--- src/hdl/lpht_pkg.sv ---
// ============================================================================
// lpht_pkg : shared types and constants for the linear-probe hash table
// Request/response beat structs, operation and status codes, FSM states.
// ============================================================================
package lpht_pkg;

    localparam int SLOTS_DEF      = 256;
    localparam int KEY_BITS_DEF   = 32;
    localparam int VALUE_BITS_DEF = 32;

    typedef enum logic [1:0] {
        OP_INSERT = 2'd0,
        OP_LOOKUP = 2'd1,
        OP_DELETE = 2'd2,
        OP_NONE   = 2'd3
    } t_op;

    typedef enum logic [2:0] {
        ST_NEW      = 3'd0,
        ST_REPLACED = 3'd1,
        ST_FULL     = 3'd2,
        ST_FOUND    = 3'd3,
        ST_MISS     = 3'd4,
        ST_DELETED  = 3'd5
    } t_status;

    typedef struct packed {
        logic [1:0]  operation;
        logic [31:0] key;
        logic [31:0] hash_value;
        logic [31:0] item_value;
    } t_req;

    typedef struct packed {
        logic [2:0]  status;
        logic [31:0] found_value;
        logic [7:0]  slot_index;
        logic [8:0]  entry_total;
    } t_rsp;

    typedef enum logic [2:0] {
        S_IDLE,
        S_RD,
        S_CHK,
        S_NXT,
        S_DONE,
        S_CLR
    } t_state;

endpackage

--- src/hdl/lpht_front.sv ---
// ============================================================================
// lpht_front : request intake
// Two-entry queue of request beats; reduces the hash to a home slot.
// ============================================================================
module lpht_front
    import lpht_pkg::*;
#(
    parameter int SLOTS = SLOTS_DEF
) (
    input  logic                     i_clk,
    input  logic                     i_rst_n,
    input  logic                     i_valid,
    output logic                     o_stall,
    input  t_req                     i_req,
    output logic                     o_valid,
    input  logic                     i_take,
    output t_req                     o_req,
    output logic [$clog2(SLOTS)-1:0] o_home
);
    localparam int AW   = $clog2(SLOTS);
    localparam bit POW2 = (SLOTS == (1 << AW));

    t_req       r_q [2];
    logic       r_wp, r_rp;
    logic [1:0] r_cnt;
    logic       push, pop;
    logic       ready;

    assign o_stall = (r_cnt == 2'd2);
    assign push    = i_valid && !o_stall;
    assign o_valid = (r_cnt != 2'd0) && ready;
    assign pop     = o_valid && i_take;
    assign o_req   = r_q[r_rp];

    generate
        if (POW2) begin : g_mask
            assign ready  = 1'b1;
            assign o_home = o_req.hash_value[AW-1:0];
        end else begin : g_reduce
            // head hash mod SLOTS: compare and subtract SLOTS << j from the top
            // shift down to zero, four steps per cycle
            localparam int JTOP  = 33 - AW;
            localparam int NSTEP = JTOP + 1;
            localparam int NCYC  = (NSTEP + 3) / 4;
            localparam int SW    = $clog2(NCYC + 1);
            localparam logic [33:0] DIV_TOP = 34'(SLOTS) << JTOP;

            logic [31:0]   r_rem;
            logic [33:0]   r_div;
            logic [SW-1:0] r_cyc;
            logic          r_busy, r_done;
            logic [31:0]   n_rem;
            logic [33:0]   n_div;

            always_comb begin
                n_rem = r_rem;
                n_div = r_div;
                for (int k = 0; k < 4; k++) begin
                    if ((int'(r_cyc) * 4 + k < NSTEP) && ({2'b00, n_rem} >= n_div)) begin
                        n_rem = n_rem - n_div[31:0];
                    end
                    n_div = n_div >> 1;
                end
            end

            always_ff @(posedge i_clk) begin
                if (!i_rst_n) begin
                    r_busy <= 1'b0;
                    r_done <= 1'b0;
                end else if (pop) begin
                    r_busy <= 1'b0;
                    r_done <= 1'b0;
                end else if (r_cnt != 2'd0 && !r_busy && !r_done) begin
                    r_busy <= 1'b1;
                    r_rem  <= o_req.hash_value;
                    r_div  <= DIV_TOP;
                    r_cyc  <= '0;
                end else if (r_busy) begin
                    r_rem <= n_rem;
                    r_div <= n_div;
                    r_cyc <= r_cyc + 1'b1;
                    if (r_cyc == SW'(NCYC - 1)) begin
                        r_busy <= 1'b0;
                        r_done <= 1'b1;
                    end
                end
            end

            assign ready  = r_done;
            assign o_home = r_rem[AW-1:0];
        end
    endgenerate

    always_ff @(posedge i_clk) begin
        if (push) begin
            r_q[r_wp] <= i_req;
        end
        if (!i_rst_n) begin
            r_wp  <= 1'b0;
            r_rp  <= 1'b0;
            r_cnt <= 2'd0;
        end else begin
            if (push) r_wp <= ~r_wp;
            if (pop)  r_rp <= ~r_rp;
            r_cnt <= r_cnt + 2'(push) - 2'(pop);
        end
    end
endmodule

--- config.mk ---
export PLATFORM = sky130hd
export DESIGN_NAME = lpht_front
export DESIGN_NICKNAME = d
export VERILOG_FILES = /design/src/hdl/lpht_pkg.sv /design/src/hdl/lpht_front.sv
export SDC_FILE = /design/constraint.sdc
export NUM_CORES = 1
export LEC_CHECK = 0
export BUFFER_PORTS_ARGS = -buffer_cell sky130_fd_sc_hd__buf_2
export CAP_MARGIN = 20
export CORE_MARGIN = 1
export CORE_UTILIZATION = 50
export CTS_CLUSTER_SIZE = 30
export DETAILED_ROUTE_END_ITERATION = 6
export PLACE_DENSITY_LB_ADDON = 0.15
export REMOVE_ABC_BUFFERS = 1
export SYNTH_ARGS = -nofsm -noshare
export SYNTH_HDL_FRONTEND = slang
export SYNTH_SLANG_ARGS = --single-unit
--- constraint.sdc ---
create_clock -name i_clk -period 10.8 [get_ports i_clk]
set_input_delay 2.16 -clock i_clk [delete_from_list [all_inputs] [get_ports i_clk]]
set_output_delay 2.16 -clock i_clk [all_outputs]
set_load 0.01 [all_outputs]
==> metrics.cfg <==
[run_status]
status=finished clean

[power_and_ir_drop]
swShare_pct=25.53
intPower_mw=1.625
switchingPower_mw=0.5572
clockPowerShare_pct=30.6
power_frac_comb_pct=22.6
p_leak_nw=3.533
p_seq_share_pct=46.8
ir_drop_v=0.0001591
p_per_area_nw_per_um2=235.8

[clocking]
clk_pin_slew_ps=60
root_buffer=clkbuf_16
cts_buffers=21
htreeDepth=1
cts_tree=yes
clock-sinks=201
insertion_delay_ps=470
cts-resized-gates=0
cts-hold-fix-buffers=0
cts_buffer_depth=3
post_cts.repair.setup_buffers=0

[synth]
ys_warn_count=0
synth_edf_count=196
yosysSeqAreaShare_pct=80.47
synth-seq-cells=201
ys.flop_type=edfxtp_1
async_flop_share_pct=0
synth_area_um2=7438
synth_cell_type_count=19
syn-mean-instance-area_um2=21.94
netlist_instances=339

[setup_path]
crit_type=reg2out
cp_slowest_cell=buf_4
cp_cell_sequence=buf_4, mux2_2, buf_2
required_ps=8640
arrival_ps=2580
end_kind=output port
cpPeakStageDelay_ps=840
cp_top_family=buffers and inverters
path_max_fanout=69
start_kind=register
cp.buffers_inverters=2

[timing]
worst_pin_slew_ps=984.3
setup_ws_ps=6056
period_share_pct=43.93
fin_tns_setup_ps=0
skew_ps=12.55
hold_violations=0
rsz0062_at_grt=no
maxSlewViolCount=0
fmax_mhz=210.8
relSlewSlack_pct=34.38
setup_violations=0
layout_min_cycle_time_ps=4744

[global_route]
grt_pass1_vias=3697
grt_pass1_wl_um=18580
grt_max_degree=75
track_usage_pct=16.28
antenna_found_initial=1
grt_overflow=0

[drt]
firstDrtPassIters=4
vias_per_cell=4.924
drtAntennaViolNets=0
wire_per_inst_um=17.03
post-route-drc-count=0
via_count=3703
drtIter0Drc=169
routed_wl_um=12810

[layout]
final_layout_size_suffix_gt1_share_pct=59.51
stdcell_area_um2=9253
syn_to_final_growth_pct=24.39
n_antenna_cell=0
fin_nets=659

[place]
place_ws_ps=6445
io_buffer_count=209
place_hpwl_um=8204
place_congestion=0.7004
place_area_um2=8613

[die]
num_rows=44
io_pins=210
dieArea_um2=15370
dieHeight_um=124.0
core-area_um2=14530
die_w_um=124.0
start_util_pct=51.18

[min_path]
hp-class=reg2reg

[run]
drv_cap=0

[cells in the mapped netlist (all sizes together), types with 2 or more instances]
cell / n / area [um2]
buf: 19 / 140.1
dfxtp: 5 / 100.1
edfxtp: 196 / 5886
ha: 2 / 25.02
inv: 3 / 11.26
mux2: 98 / 1179
nand2: 2 / 7.510
nand2b: 2 / 12.51
nor2: 4 / 15.01
xnor2: 2 / 17.52
[worst paths after layout]
| kind | startpoint | endpoint | slack, ps | cells past startpoint |
|---|---|---|---|---|
| hold reg to reg | r_rp$_SDFFE_PN0P_ | r_rp$_SDFFE_PN0P_ | 530 | 2 |
| setup / recovery | register | o_req[3] | 6060 | 3 |
| hold / removal | r_rp$_SDFFE_PN0P_ | r_rp$_SDFFE_PN0P_ | 530 | 2 |
| setup reg to reg | r_cnt[0]$_SDFF_PN0_ | r_q[0][64]$_DFFE_PP_ | 8200 | 4 |
[power groups by stage]
stage | clock network (mW) | registers, mW | logic, mW
final | 0.669 | 1.02 | 0.493
after CTS | 0.688 | 1.02 | 0.503
after global placement | 0 | 1.03 | 0.497
after global routing | 0.717 | 1.03 | 0.538
after detailed placement | 0 | 1.04 | 0.501
after floorplan | 0 | 1.06 | 0.303
[cells by family after synthesis]
logic type	synth area share (%)
xor gates and xnor gates	0.3533
adders and majority gates	0.3364
muxes	15.98
AOI/OAI and AO/OA	0.1010
and+or+nand+nor	0.7234
buffers and inverters	2.035
DFF	80.47
[sequential cells by signal, indices dropped and copies added (netlist names), named ones only]
register	count
r_q	196
r_rp	1
r_wp	1
r_cnt	2
[final cells by class]
| cell class | count | area [um2] |
|---|---|---|
| flip-flops and latches | 201 | 5989 |
| repair buffers | 212 | 1069 |
| inverters | 3 | 11.26 |
| multi-input cells | 116 | 1314 |
| well taps | 184 | 230.2 |
| fillers | 1086 | 5281 |
| clock inverters | 8 | 87.58 |
| clock buffers | 28 | 551.8 |
[cells in the final DEF (no fill, tap or decap)]
master / count
inv_1: 3
mux2i_1: 1
xnor2_1: 2
inv_6: 1
o21a_1: 1
nand2_1: 2
or2_2: 1
dfxtp_4: 1
clkbuf_1: 7
nor2_4: 1
clkinv_1: 5
bufinv_16: 2
edfxtp_1: 196
clkbuf_16: 21
xor2_1: 1
and2_1: 1
buf_2: 209
nor2_1: 3
buf_4: 3
mux2_4: 20
and3_4: 1
mux2_2: 78
dfxtp_1: 4
nand2b_1: 2
ha_1: 2
[layer usage]
layer | up-vias | wire length (um) | track usage, % | part of all wire [%]
met4 | 0 | 197 | 4.762 | 1.5
met1 | 1800 | 5034 | 19.87 | 39
met2 | 123 | 6526 | 28.02 | 51
met5 | - | 0 | 0 | 0
li1 | 1764 | - | - | -
met3 | 16 | 1050 | 4.853 | 8.2
[through the flow]
stage	cells	utilization, %	hold WS, ps	power (mW)
6_report	752	63.66	528.5	2.182
5_1_grt	752	63.66	562.3	2.287
4_1_cts	752	63.66	538.4	2.215
3_5_place_dp	716	59.26	508.7	1.540
3_3_place_gp	716	59.26	500.0	1.529
2_1_floorplan	320	-	454.9	1.365
[tightest hold or removal path: cells and delay by family (launching register included)]
family | cells | cell delay (ps)
flip-flops | 1 | 330
XOR/XNOR | 1 | 90
AND/OR/NAND/NOR | 1 | 80
No activity file was read; power rests on OpenSTA's default activity.
